### src/hdl/lkvc_pkg.sv
// Shared constants and command/status types for the LRU key-value cache.
package lkvc_pkg;

   localparam int LKVC_CAPACITY   = 16;
   localparam int LKVC_KEY_WIDTH  = 32;
   localparam int LKVC_DATA_W     = 32;
   localparam int LKVC_ACT_W      = 5;
   localparam int LKVC_CSR_ADDR_W = 3;
   localparam int LKVC_CSR_DATA_W = 32;

   localparam logic [LKVC_ACT_W-1:0] LKVC_ACT_RESET = 5'd16;

   // register index, taken from the word address bit of paddr
   localparam logic REG_ACTIVE_ENTRIES = 1'b0;

   typedef struct packed {
      logic load_req;   // latch the accepted request
      logic capture;    // register match, free and LRU search results
      logic fetch;      // read value memory, pick the operation
      logic commit;     // update the store and load the result register
   } lkvc_cmd_type;

   typedef struct packed {
      logic out_free;   // result register empty or being emptied
   } lkvc_sts_type;

endpackage

### src/hdl/lkvc_if.sv
// Request and response channel interfaces of the LRU key-value cache.
interface lkvc_req_if import lkvc_pkg::*; ();
   logic                          valid;
   logic                          ready;
   logic                          req_type;
   logic signed [LKVC_DATA_W-1:0] lookup_key;
   logic signed [LKVC_DATA_W-1:0] write_value;

   modport source (output valid, req_type, lookup_key, write_value, input ready);
   modport sink   (input valid, req_type, lookup_key, write_value, output ready);
endinterface

interface lkvc_rsp_if import lkvc_pkg::*; ();
   logic                          valid;
   logic                          ready;
   logic                          hit;
   logic signed [LKVC_DATA_W-1:0] read_value;
   logic                          evicted;
   logic signed [LKVC_DATA_W-1:0] evicted_key;

   modport source (output valid, hit, read_value, evicted, evicted_key, input ready);
   modport sink   (input valid, hit, read_value, evicted, evicted_key, output ready);
endinterface

### src/hdl/lkvc_ctrl.sv
// Sequencer for the LRU key-value cache: steps one request through match, fetch, commit.
module lkvc_ctrl import lkvc_pkg::*; (
   input  logic         clock,
   input  logic         reset,
   input  logic         req_valid,
   output logic         req_ready,
   input  lkvc_sts_type sts,
   output lkvc_cmd_type cmd
);

   typedef enum logic [3:0] {
      ST_IDLE   = 4'b0001,
      ST_MATCH  = 4'b0010,
      ST_FETCH  = 4'b0100,
      ST_COMMIT = 4'b1000
   } lkvc_state_type;

   lkvc_state_type state_ff, state_in;

   assign req_ready = (state_ff == ST_IDLE);

   always_comb begin
      state_in     = state_ff;
      cmd          = '0;
      cmd.load_req = req_valid && req_ready;
      case (state_ff)
         ST_IDLE: begin
            if (req_valid) state_in = ST_MATCH;
         end
         ST_MATCH: begin
            cmd.capture = 1'b1;
            state_in    = ST_FETCH;
         end
         ST_FETCH: begin
            cmd.fetch = 1'b1;
            state_in  = ST_COMMIT;
         end
         ST_COMMIT: begin
            // hold until the result register can take the result
            if (sts.out_free) begin
               cmd.commit = 1'b1;
               state_in   = ST_IDLE;
            end
         end
         default: begin
            state_in = ST_IDLE;
         end
      endcase
   end

   always_ff @(posedge clock) begin
      if (reset) begin
         state_ff <= ST_IDLE;
      end else begin
         state_ff <= state_in;
      end
   end

endmodule

### src/hdl/lkvc_datapath.sv
// Slot store, recency ranks, value memory and result register of the LRU key-value cache.
module lkvc_datapath import lkvc_pkg::*; #(
   parameter int CAPACITY  = LKVC_CAPACITY,
   parameter int KEY_WIDTH = LKVC_KEY_WIDTH
) (
   input  logic                          clock,
   input  logic                          reset,
   input  lkvc_cmd_type                  cmd,
   output lkvc_sts_type                  sts,
   input  logic                          clear,
   input  logic [LKVC_ACT_W-1:0]         active_entries,
   input  logic                          req_type,
   input  logic signed [LKVC_DATA_W-1:0] lookup_key,
   input  logic signed [LKVC_DATA_W-1:0] write_value,
   output logic                          rsp_valid,
   input  logic                          rsp_ready,
   output logic                          hit,
   output logic signed [LKVC_DATA_W-1:0] read_value,
   output logic                          evicted,
   output logic signed [LKVC_DATA_W-1:0] evicted_key
);

   localparam int IDX_W = (CAPACITY > 1) ? $clog2(CAPACITY) : 1;
   localparam int CNT_W = $clog2(CAPACITY + 1);

   typedef enum logic [1:0] {
      OP_NONE    = 2'd0,
      OP_PROMOTE = 2'd1,
      OP_INSERT  = 2'd2,
      OP_EVICT   = 2'd3
   } lkvc_op_type;

   // request latch
   logic                   req_write_ff;
   logic [KEY_WIDTH-1:0]   req_key_ff;
   logic [LKVC_DATA_W-1:0] req_value_ff;

   // slot store
   logic [CAPACITY-1:0]    valid_ff;
   logic [KEY_WIDTH-1:0]   key_ff   [CAPACITY];
   logic [IDX_W-1:0]       age_ff   [CAPACITY];
   logic [CNT_W-1:0]       count_ff;
   logic [LKVC_DATA_W-1:0] value_ff [CAPACITY];
   logic [LKVC_DATA_W-1:0] rd_value_ff;

   // search results
   logic                   hit_ff;
   logic [IDX_W-1:0]       found_ff;
   logic [IDX_W-1:0]       lru_ff;
   logic [IDX_W-1:0]       free_ff;
   logic                   has_free_ff;

   // chosen operation
   lkvc_op_type            op_ff;
   logic [IDX_W-1:0]       target_ff;
   logic [IDX_W-1:0]       old_age_ff;
   logic [LKVC_DATA_W-1:0] victim_key_ff;

   // result register
   logic                   rsp_valid_ff;
   logic                   rsp_hit_ff;
   logic [LKVC_DATA_W-1:0] rsp_read_ff;
   logic                   rsp_evicted_ff;
   logic [LKVC_DATA_W-1:0] rsp_evicted_key_ff;

   logic [CAPACITY-1:0]    match_vec;
   logic [CAPACITY-1:0]    lru_vec;
   logic [CNT_W-1:0]       limit;

   function automatic logic [IDX_W-1:0] first_set(input logic [CAPACITY-1:0] v);
      logic [IDX_W-1:0] idx;
      idx = '0;
      for (int i = CAPACITY - 1; i >= 0; i--) begin
         if (v[i]) idx = IDX_W'(i);
      end
      return idx;
   endfunction

   // one comparator per slot; the LRU slot holds rank count-1
   always_comb begin
      for (int i = 0; i < CAPACITY; i++) begin
         match_vec[i] = valid_ff[i] && (key_ff[i] == req_key_ff);
         lru_vec[i]   = valid_ff[i] && (CNT_W'(age_ff[i]) == count_ff - CNT_W'(1));
      end
   end

   // clamp the configured limit into 1..CAPACITY
   always_comb begin
      if (active_entries == '0) begin
         limit = CNT_W'(1);
      end else if (int'(active_entries) > CAPACITY) begin
         limit = CNT_W'(CAPACITY);
      end else begin
         limit = CNT_W'(active_entries);
      end
   end

   always_ff @(posedge clock) begin
      if (cmd.load_req) begin
         req_write_ff <= req_type;
         req_key_ff   <= KEY_WIDTH'($unsigned(lookup_key));
         req_value_ff <= $unsigned(write_value);
      end
      if (cmd.capture) begin
         hit_ff      <= |match_vec;
         found_ff    <= first_set(match_vec);
         lru_ff      <= first_set(lru_vec);
         free_ff     <= first_set(~valid_ff);
         has_free_ff <= ~&valid_ff;
      end
      if (cmd.fetch) begin
         victim_key_ff <= LKVC_DATA_W'(key_ff[lru_ff]);
         if (hit_ff) begin
            op_ff      <= OP_PROMOTE;
            target_ff  <= found_ff;
            old_age_ff <= age_ff[found_ff];
         end else if (!req_write_ff) begin
            op_ff      <= OP_NONE;
            target_ff  <= lru_ff;
            old_age_ff <= age_ff[lru_ff];
         end else if ((count_ff < limit) && has_free_ff) begin
            op_ff      <= OP_INSERT;
            target_ff  <= free_ff;
            old_age_ff <= age_ff[lru_ff];
         end else begin
            op_ff      <= OP_EVICT;
            target_ff  <= lru_ff;
            old_age_ff <= age_ff[lru_ff];
         end
      end
   end

   // value memory: one write port, one registered read port
   always_ff @(posedge clock) begin
      if (cmd.fetch) begin
         rd_value_ff <= value_ff[found_ff];
      end
      if (cmd.commit && req_write_ff && (op_ff != OP_NONE)) begin
         value_ff[target_ff] <= req_value_ff;
      end
   end

   always_ff @(posedge clock) begin
      if (cmd.commit && ((op_ff == OP_INSERT) || (op_ff == OP_EVICT))) begin
         key_ff[target_ff] <= req_key_ff;
      end
   end

   // recency ranks, valid bits and fill count
   always_ff @(posedge clock) begin
      if (reset || clear) begin
         valid_ff <= '0;
         count_ff <= '0;
         for (int i = 0; i < CAPACITY; i++) begin
            age_ff[i] <= '0;
         end
      end else if (cmd.commit) begin
         case (op_ff)
            OP_PROMOTE, OP_EVICT: begin
               for (int i = 0; i < CAPACITY; i++) begin
                  if (valid_ff[i] && (IDX_W'(i) != target_ff) && (age_ff[i] < old_age_ff))
                     age_ff[i] <= age_ff[i] + IDX_W'(1);
               end
               age_ff[target_ff] <= '0;
            end
            OP_INSERT: begin
               for (int i = 0; i < CAPACITY; i++) begin
                  if (valid_ff[i]) age_ff[i] <= age_ff[i] + IDX_W'(1);
               end
               age_ff[target_ff]   <= '0;
               valid_ff[target_ff] <= 1'b1;
               count_ff            <= count_ff + CNT_W'(1);
            end
            default: begin
            end
         endcase
      end
   end

   always_ff @(posedge clock) begin
      if (reset) begin
         rsp_valid_ff <= 1'b0;
      end else if (cmd.commit) begin
         rsp_valid_ff <= 1'b1;
      end else if (rsp_ready) begin
         rsp_valid_ff <= 1'b0;
      end
   end

   always_ff @(posedge clock) begin
      if (cmd.commit) begin
         rsp_hit_ff         <= hit_ff;
         rsp_read_ff        <= (hit_ff && !req_write_ff) ? rd_value_ff : '0;
         rsp_evicted_ff     <= (op_ff == OP_EVICT);
         rsp_evicted_key_ff <= (op_ff == OP_EVICT) ? victim_key_ff : '0;
      end
   end

   assign sts.out_free = !rsp_valid_ff || rsp_ready;
   assign rsp_valid    = rsp_valid_ff;
   assign hit          = rsp_hit_ff;
   assign read_value   = $signed(rsp_read_ff);
   assign evicted      = rsp_evicted_ff;
   assign evicted_key  = $signed(rsp_evicted_key_ff);

   a_count_tracks_valid: assert property (@(posedge clock) disable iff (reset)
      count_ff == CNT_W'($countones(valid_ff)))
      else $error("fill count out of step with valid bits");

   a_keys_unique: assert property (@(posedge clock) disable iff (reset)
      $onehot0(match_vec))
      else $error("key present in more than one slot");

   a_insert_free_slot: assert property (@(posedge clock) disable iff (reset)
      cmd.commit && (op_ff == OP_INSERT) |-> !valid_ff[target_ff])
      else $error("insert into an occupied slot");

   a_evict_nonempty: assert property (@(posedge clock) disable iff (reset)
      cmd.commit && (op_ff == OP_EVICT) |-> (count_ff != '0))
      else $error("eviction from an empty store");

   a_commit_loads_result: assert property (@(posedge clock) disable iff (reset)
      cmd.commit |=> rsp_valid_ff)
      else $error("committed request left no result");

endmodule

### src/hdl/lru_key_value_cache.sv
// Top level of the LRU key-value cache: channels, control register and submodules.
//
//   channel   direction  handshake        carries
//   req_chan  in         valid/ready      req_type, lookup_key, write_value
//   rsp_chan  out        valid/ready      hit, read_value, evicted, evicted_key
//   apb       in         psel/penable     active_entries (byte address 0)
//
// A request steps from transfer to result through match, fetch and commit; the result
// is valid right after the commit edge and the sequencer is back in idle. The four states
// take one request at a time: idle takes the transfer, and no new one is accepted until commit.
// The result register lets the next request transfer while a result waits; a stalled
// result holds the sequencer in its commit step, with no state touched.
// Reset (synchronous) empties the store and sets active_entries to 16; writing
// active_entries also empties the store, in the same cycle.
module lru_key_value_cache import lkvc_pkg::*; #(
   parameter int CAPACITY  = LKVC_CAPACITY,
   parameter int KEY_WIDTH = LKVC_KEY_WIDTH
) (
   input  logic                       clock,
   input  logic                       reset,
   lkvc_req_if.sink                   req_chan,
   lkvc_rsp_if.source                 rsp_chan,
   input  logic                       psel,
   input  logic                       penable,
   input  logic                       pwrite,
   input  logic [LKVC_CSR_ADDR_W-1:0] paddr,
   input  logic [LKVC_CSR_DATA_W-1:0] pwdata,
   output logic [LKVC_CSR_DATA_W-1:0] prdata,
   output logic                       pready
);

   lkvc_cmd_type          cmd;
   lkvc_sts_type          sts;
   logic [LKVC_ACT_W-1:0] active_entries_ff;
   logic                  cfg_write;

   // Control register. Bit 2 of paddr picks the word; the byte offset is ignored.
   // A write to the limit register also clears the store.
   assign pready    = 1'b1;
   assign cfg_write = psel && penable && pwrite && pready && (paddr[2] == REG_ACTIVE_ENTRIES);

   always_ff @(posedge clock) begin
      if (reset) begin
         active_entries_ff <= LKVC_ACT_RESET;
      end else if (cfg_write) begin
         active_entries_ff <= pwdata[LKVC_ACT_W-1:0];
      end
   end

   always_comb begin
      if (paddr[2] == REG_ACTIVE_ENTRIES) begin
         prdata = LKVC_CSR_DATA_W'(active_entries_ff);
      end else begin
         prdata = '0;
      end
   end

   // Sequencer: accepts one request, then steps it through match, fetch and commit.
   lkvc_ctrl u_ctrl (
      .clock     (clock),
      .reset     (reset),
      .req_valid (req_chan.valid),
      .req_ready (req_chan.ready),
      .sts       (sts),
      .cmd       (cmd)
   );

   // Datapath: per-slot comparators, recency ranks, value memory, result register.
   lkvc_datapath #(
      .CAPACITY  (CAPACITY),
      .KEY_WIDTH (KEY_WIDTH)
   ) u_datapath (
      .clock          (clock),
      .reset          (reset),
      .cmd            (cmd),
      .sts            (sts),
      .clear          (cfg_write),
      .active_entries (active_entries_ff),
      .req_type       (req_chan.req_type),
      .lookup_key     (req_chan.lookup_key),
      .write_value    (req_chan.write_value),
      .rsp_valid      (rsp_chan.valid),
      .rsp_ready      (rsp_chan.ready),
      .hit            (rsp_chan.hit),
      .read_value     (rsp_chan.read_value),
      .evicted        (rsp_chan.evicted),
      .evicted_key    (rsp_chan.evicted_key)
   );

endmodule

### src/flat_wrapper.sv
// flat-port wrapper written by rule: the top's interface ports become plain ports
module lru_key_value_cache_flat import lkvc_pkg::*;
#(
   parameter int CAPACITY  = LKVC_CAPACITY,
   parameter int KEY_WIDTH = LKVC_KEY_WIDTH
)
  (clock, reset, psel, penable, pwrite, paddr, pwdata, prdata, pready, req_chan_valid, req_chan_req_type, req_chan_lookup_key, req_chan_write_value, req_chan_ready, rsp_chan_valid, rsp_chan_hit, rsp_chan_read_value, rsp_chan_evicted, rsp_chan_evicted_key, rsp_chan_ready);
  lkvc_req_if req_chan_i ();
  lkvc_rsp_if rsp_chan_i ();
  input  logic clock;
  input  logic reset;
  input  logic psel;
  input  logic penable;
  input  logic pwrite;
  input  logic [LKVC_CSR_ADDR_W-1:0] paddr;
  input  logic [LKVC_CSR_DATA_W-1:0] pwdata;
  output logic [LKVC_CSR_DATA_W-1:0] prdata;
  output logic pready;
  input wire logic [$bits(req_chan_i.valid)-1:0] req_chan_valid;
  input wire logic [$bits(req_chan_i.req_type)-1:0] req_chan_req_type;
  input wire logic [$bits(req_chan_i.lookup_key)-1:0] req_chan_lookup_key;
  input wire logic [$bits(req_chan_i.write_value)-1:0] req_chan_write_value;
  output wire logic [$bits(req_chan_i.ready)-1:0] req_chan_ready;
  output wire logic [$bits(rsp_chan_i.valid)-1:0] rsp_chan_valid;
  output wire logic [$bits(rsp_chan_i.hit)-1:0] rsp_chan_hit;
  output wire logic [$bits(rsp_chan_i.read_value)-1:0] rsp_chan_read_value;
  output wire logic [$bits(rsp_chan_i.evicted)-1:0] rsp_chan_evicted;
  output wire logic [$bits(rsp_chan_i.evicted_key)-1:0] rsp_chan_evicted_key;
  input wire logic [$bits(rsp_chan_i.ready)-1:0] rsp_chan_ready;
  assign req_chan_i.valid = req_chan_valid;
  assign req_chan_i.req_type = req_chan_req_type;
  assign req_chan_i.lookup_key = req_chan_lookup_key;
  assign req_chan_i.write_value = req_chan_write_value;
  assign req_chan_ready = req_chan_i.ready;
  assign rsp_chan_valid = rsp_chan_i.valid;
  assign rsp_chan_hit = rsp_chan_i.hit;
  assign rsp_chan_read_value = rsp_chan_i.read_value;
  assign rsp_chan_evicted = rsp_chan_i.evicted;
  assign rsp_chan_evicted_key = rsp_chan_i.evicted_key;
  assign rsp_chan_i.ready = rsp_chan_ready;
  lru_key_value_cache #(.CAPACITY(CAPACITY), .KEY_WIDTH(KEY_WIDTH)) u_core (.clock(clock), .reset(reset), .req_chan(req_chan_i), .rsp_chan(rsp_chan_i), .psel(psel), .penable(penable), .pwrite(pwrite), .paddr(paddr), .pwdata(pwdata), .prdata(prdata), .pready(pready));
endmodule
### config.mk
export PLATFORM = sky130hd
export DESIGN_NAME = lru_key_value_cache_flat
export DESIGN_NICKNAME = d
export VERILOG_FILES = /design/src/hdl/lkvc_pkg.sv /design/src/hdl/lkvc_if.sv /design/src/hdl/lkvc_ctrl.sv /design/src/hdl/lkvc_datapath.sv /design/src/hdl/lru_key_value_cache.sv /design/src/flat_wrapper.sv
export SDC_FILE = /design/constraint.sdc
export NUM_CORES = 2
export LEC_CHECK = 0
export BUFFER_PORTS_ARGS = -buffer_cell sky130_fd_sc_hd__buf_2
export CAP_MARGIN = 15
export CORE_MARGIN = 8
export CORE_UTILIZATION = 55
export DETAILED_ROUTE_END_ITERATION = 6
export HOLD_SLACK_MARGIN = 0.1
export PLACE_DENSITY = 0.73
export SETUP_SLACK_MARGIN = 0.15
export SLEW_MARGIN = 10
export SYNTH_ARGS = -nofsm -noshare
export SYNTH_HDL_FRONTEND = slang
export SYNTH_HIERARCHICAL = 1
export SYNTH_SLANG_ARGS = --single-unit
### constraint.sdc
create_clock -name clock -period 14.61 [get_ports clock]
set_input_delay 2.1915 -clock clock [delete_from_list [all_inputs] [get_ports clock]]
set_output_delay 2.1915 -clock clock [all_outputs]
set_load 0.005 [all_outputs]
==> load_flow_metrics.sql <==
INSERT INTO impl_metrics (metric_group, metric, value, unit) VALUES
('setup_path', 'worst_ep_arrival_time', '2.63', 'ns'),
('clock_network', 'cts.clk_slew.worst_paths', '0.05', 'ns'),
('worst_hold_path', 'timing.hold.worst.class', 'reg -> reg', ''),
('clock_network', 'worst_case_clock_buffer_depth', '3', ''),
('synthesis', 'ys_dominant_reg_cell', 'sky130_fd_sc_hd__edfxtp_1', ''),
('grt', 'first_global_vias', '31800', ''),
('clock_network', 'tritoncts', 'done', ''),
('layout', 'num-fill-cells', '7592', ''),
('timing', 'fmax', '207', 'MHz'),
('detailed_routing', 'detail-route-antenna-nets', '0', ''),
('timing', 'timing.final.hold_violations', '0', ''),
('synthesis', 'yosysWarnings', '6', ''),
('power_and_ir_drop', 'power.ir.vdd_worst', '0.0991', 'mV'),
('clock_network', 'post-cts-setup-buffer-count', '0', ''),
('floorplan', 'die_h', '345', 'um'),
('synthesis', 'ranking_of_synthesized_cells_by_area', 'sky130_fd_sc_hd__edfxtp_1, sky130_fd_sc_hd__mux4_2, sky130_fd_sc_hd__xnor2_1, sky130_fd_sc_hd__xor2_1, sky130_fd_sc_hd__dfxtp_1', ''),
('power_and_ir_drop', 'seq_power_share', '0.538', ''),
('flow_run', 'timing.max_cap.violations', '0', ''),
('grt', 'grt_first_pass_wirelength', '221000', 'um'),
('layout', 'layout.core_utilization', '0.617', ''),
('layout', 'drive_gt1_frac', '0.222', ''),
('clock_network', 'hold_buffers', '0', ''),
('clock_network', 'clkLatencyLatePin', '0.76', 'ns'),
('place', 'routabilityCongestion', '0.932', ''),
('place', 'placement.cell_area', '61900', 'um2'),
('layout', 'finish.net_count', '3786', ''),
('detailed_routing', 'drtIter0Drc', '4085', ''),
('synthesis', 'synth.mux.area_fraction', '0.142', ''),
('detailed_routing', 'wirelength', '154000', 'um'),
('synthesis', 'synth-adder-area-share', '0.0147', ''),
('timing', 'timing_worst_slew_pin_value', '1.19', 'ns'),
('timing', 'finClkSkew', '0.0247', 'ns'),
('detailed_routing', 'avgViaCountPerCell', '6.43', ''),
('place', 'place.port_buffers', '150', ''),
('detailed_routing', 'vias', '32900', ''),
('synthesis', 'yosys_register_bits', '1338', ''),
('synthesis', 'synth_top_cell_area_share', '0.628', ''),
('power_and_ir_drop', 'power_density', '119', 'nW/um2'),
('synthesis', 'library_cell_occupying_the_most_area_in_the_post_synthesis_netlist', 'sky130_fd_sc_hd__edfxtp_1', ''),
('grt', 'grt_antenna_before_repair', '11', ''),
('synthesis', 'yosys.area_share.xor_xnor', '0.0914', ''),
('clock_network', 'number_of_gates_resized_after_cts', '0', ''),
('power_and_ir_drop', 'p_comb_frac', '0.038', ''),
('synthesis', 'synth-simple-area-share', '0.0570', ''),
('grt', 'grt.total_usage', '0.257', ''),
('power_and_ir_drop', 'design_power_total', '7.89', 'mW'),
('power_and_ir_drop', 'internal_power', '6.19', 'mW'),
('setup_path', 'crit_type', 'in -> out', ''),
('floorplan', 'die_area', '119000', 'um2'),
('detailed_routing', 'drt-pass1-iter-count', '6', ''),
('timing', 'setup_repair_after_global_routing_missed_its_margin', 'no', ''),
('power_and_ir_drop', 'power.switching', '1.70', 'mW'),
('floorplan', 'row_count', '120', ''),
('clock_network', 'cts_num_sinks', '1338', ''),
('power_and_ir_drop', 'power.static_leakage', '21.9', 'nW'),
('layout', 'final_area', '66200', 'um2'),
('outcome', 'outcome', 'finished clean', ''),
('floorplan', 'die-width', '345', 'um'),
('detailed_routing', 'drt-wirelength-per-cell', '30.1', 'um'),
('synthesis', 'synth_enable_flop_cells', '1243', ''),
('layout', 'layout-area-overhead-vs-synth', '11.3', '%'),
('timing', 'hold-worst-slack', '0.501', 'ns'),
('synthesis', 'synth_commonest_cells', 'sky130_fd_sc_hd__edfxtp_1, sky130_fd_sc_hd__xnor2_1, sky130_fd_sc_hd__mux4_2, sky130_fd_sc_hd__xor2_1, sky130_fd_sc_hd__nor2_1', ''),
('power_and_ir_drop', 'switching_power_share_of_the_total', '0.216', ''),
('synthesis', 'post_synth.cell_area_avg', '17.3', 'um2'),
('timing', 'timing.final.max_slew_violations', '0', ''),
('setup_path', 'path_max_fanout', '6', ''),
('setup_path', 'critical_path.endpoint_type', 'primary output', ''),
('synthesis', 'compound_gate_portion_of_the_synthesized_area', '0.0171', ''),
('synthesis', 'asyncSetResetFlopFracSynth', '0', ''),
('synthesis', 'synthesis.area', '59400', 'um2');
[power groups by stage]
stage | Combinational (mW) | Sequential (mW) | Clock, mW
after CTS | 0.297 | 4.24 | 3.39
after detailed placement | 0.296 | 4.32 | 0
after floorplan | 0.178 | 4.32 | 0
final | 0.301 | 4.24 | 3.35
after global placement | 0.294 | 4.32 | 0
after global routing | 0.314 | 4.24 | 3.53
[worst paths after layout]
kind                                    startpoint                       endpoint  slack (ns)  depth (start not counted)
setup / recovery                          paddr[2]                      prdata[0]        9.79                          3
hold / removal         u_core/active_entries_ff[1]    u_core/active_entries_ff[1]        0.50                          2
setup reg to reg  u_core/u_datapath/req_key_ff[10]  u_core/u_datapath/found_ff[1]       10.67                          9
hold reg to reg        u_core/active_entries_ff[1]    u_core/active_entries_ff[1]        0.50                          2
[per-layer routing]
| metal | wire length (um) | share of wire | GRT usage | vias to the layer above |
|---|---|---|---|---|
| met5 | 28 | 0.00018 | 0 | - |
| met1 | 60900 | 0.40 | 0.372 | 16900 |
| li1 | - | - | - | 13800 |
| met2 | 71000 | 0.46 | 0.393 | 1972 |
| met3 | 16900 | 0.11 | 0.0550 | 276 |
| met4 | 4930 | 0.032 | 0.0805 | 4 |
[cell families after synthesis]
logic type,count (synthesis)
buffers and inverters,231
other,2
adder cells (fa/ha/maj),70
AO/OA/AOI/OAI,157
XOR/XNOR,615
flip-flops,1338
AND/OR/NAND/NOR,630
multiplexers,390
[per-stage QoR]
stage | instances | setup slack (ns)
final | 5117 | 9.79
after global routing | 5115 | 9.57
after floorplan | 3459 | 1.84
after detailed placement | 4871 | 9.08
after CTS | 5115 | 9.78
after global placement | 4871 | 9.11
[flip-flops by register name (all words and copies together) (netlist names), 5 cells and up]
signal,cells
u_core/u_datapath/victim_key_ff,32
u_core/u_datapath/read_value,32
u_core/u_datapath/valid_ff,16
u_core/u_datapath/value_ff,512
u_core/u_datapath/count_ff,5
u_core/u_datapath/age_ff,64
u_core/u_datapath/rd_value_ff,32
u_core/u_datapath/key_ff,512
u_core/u_datapath/req_key_ff,32
u_core/u_datapath/evicted_key,32
u_core/u_datapath/req_value_ff,32
u_core/active_entries_ff,5
[critical path, cell delays in order]
cell	delay [ns]
sky130_fd_sc_hd__buf_2	0.11
sky130_fd_sc_hd__and2b_2	0.21
sky130_fd_sc_hd__buf_2	0.12
[placed cells by master (no fill, tap or decap), types with 12 or more instances in the layout]
master / netlist / final
sky130_fd_sc_hd__a2111oi_0: 17 / 17
sky130_fd_sc_hd__mux4_2: 360 / 360
sky130_fd_sc_hd__or4_1: 15 / 15
sky130_fd_sc_hd__nor2_4: 0 / 32
sky130_fd_sc_hd__o21ai_1: 12 / 12
sky130_fd_sc_hd__a21o_1: 34 / 34
sky130_fd_sc_hd__inv_1: 16 / 16
sky130_fd_sc_hd__buf_4: 29 / 71
sky130_fd_sc_hd__buf_2: 60 / 150
sky130_fd_sc_hd__and3_1: 34 / 34
sky130_fd_sc_hd__xor2_1: 227 / 227
sky130_fd_sc_hd__clkbuf_16: 0 / 140
sky130_fd_sc_hd__clkinv_1: 0 / 31
sky130_fd_sc_hd__o21ai_0: 20 / 20
sky130_fd_sc_hd__nand2_1: 73 / 72
sky130_fd_sc_hd__nand3_1: 42 / 42
sky130_fd_sc_hd__dfxtp_1: 95 / 95
sky130_fd_sc_hd__nand2b_1: 33 / 33
sky130_fd_sc_hd__clkinv_2: 0 / 18
sky130_fd_sc_hd__nor2_1: 143 / 109
sky130_fd_sc_hd__ha_1: 70 / 70
sky130_fd_sc_hd__mux2i_1: 26 / 26
sky130_fd_sc_hd__nor3_1: 37 / 37
sky130_fd_sc_hd__nor4_1: 53 / 52
sky130_fd_sc_hd__clkbuf_1: 106 / 32
sky130_fd_sc_hd__edfxtp_1: 1243 / 1243
sky130_fd_sc_hd__a21oi_1: 42 / 42
sky130_fd_sc_hd__nand4_1: 121 / 121
sky130_fd_sc_hd__and2_1: 35 / 34
sky130_fd_sc_hd__conb_1: 2 / 28
sky130_fd_sc_hd__xnor2_1: 385 / 385
[area by class of cell]
class	count	area (um2)	area share
sequential	1338	39200	0.593
multi-input combinational	1890	19500	0.295
clock buffer	175	3660	0.0554
tap	1403	1760	0.0265
timing repair buffer	224	1340	0.0203
clock inverter	69	586	0.00885
inverter	16	60.1	0.000908
antenna	2	5.00	0.0000757
Note: power is estimated with default switching activity, not from simulation.
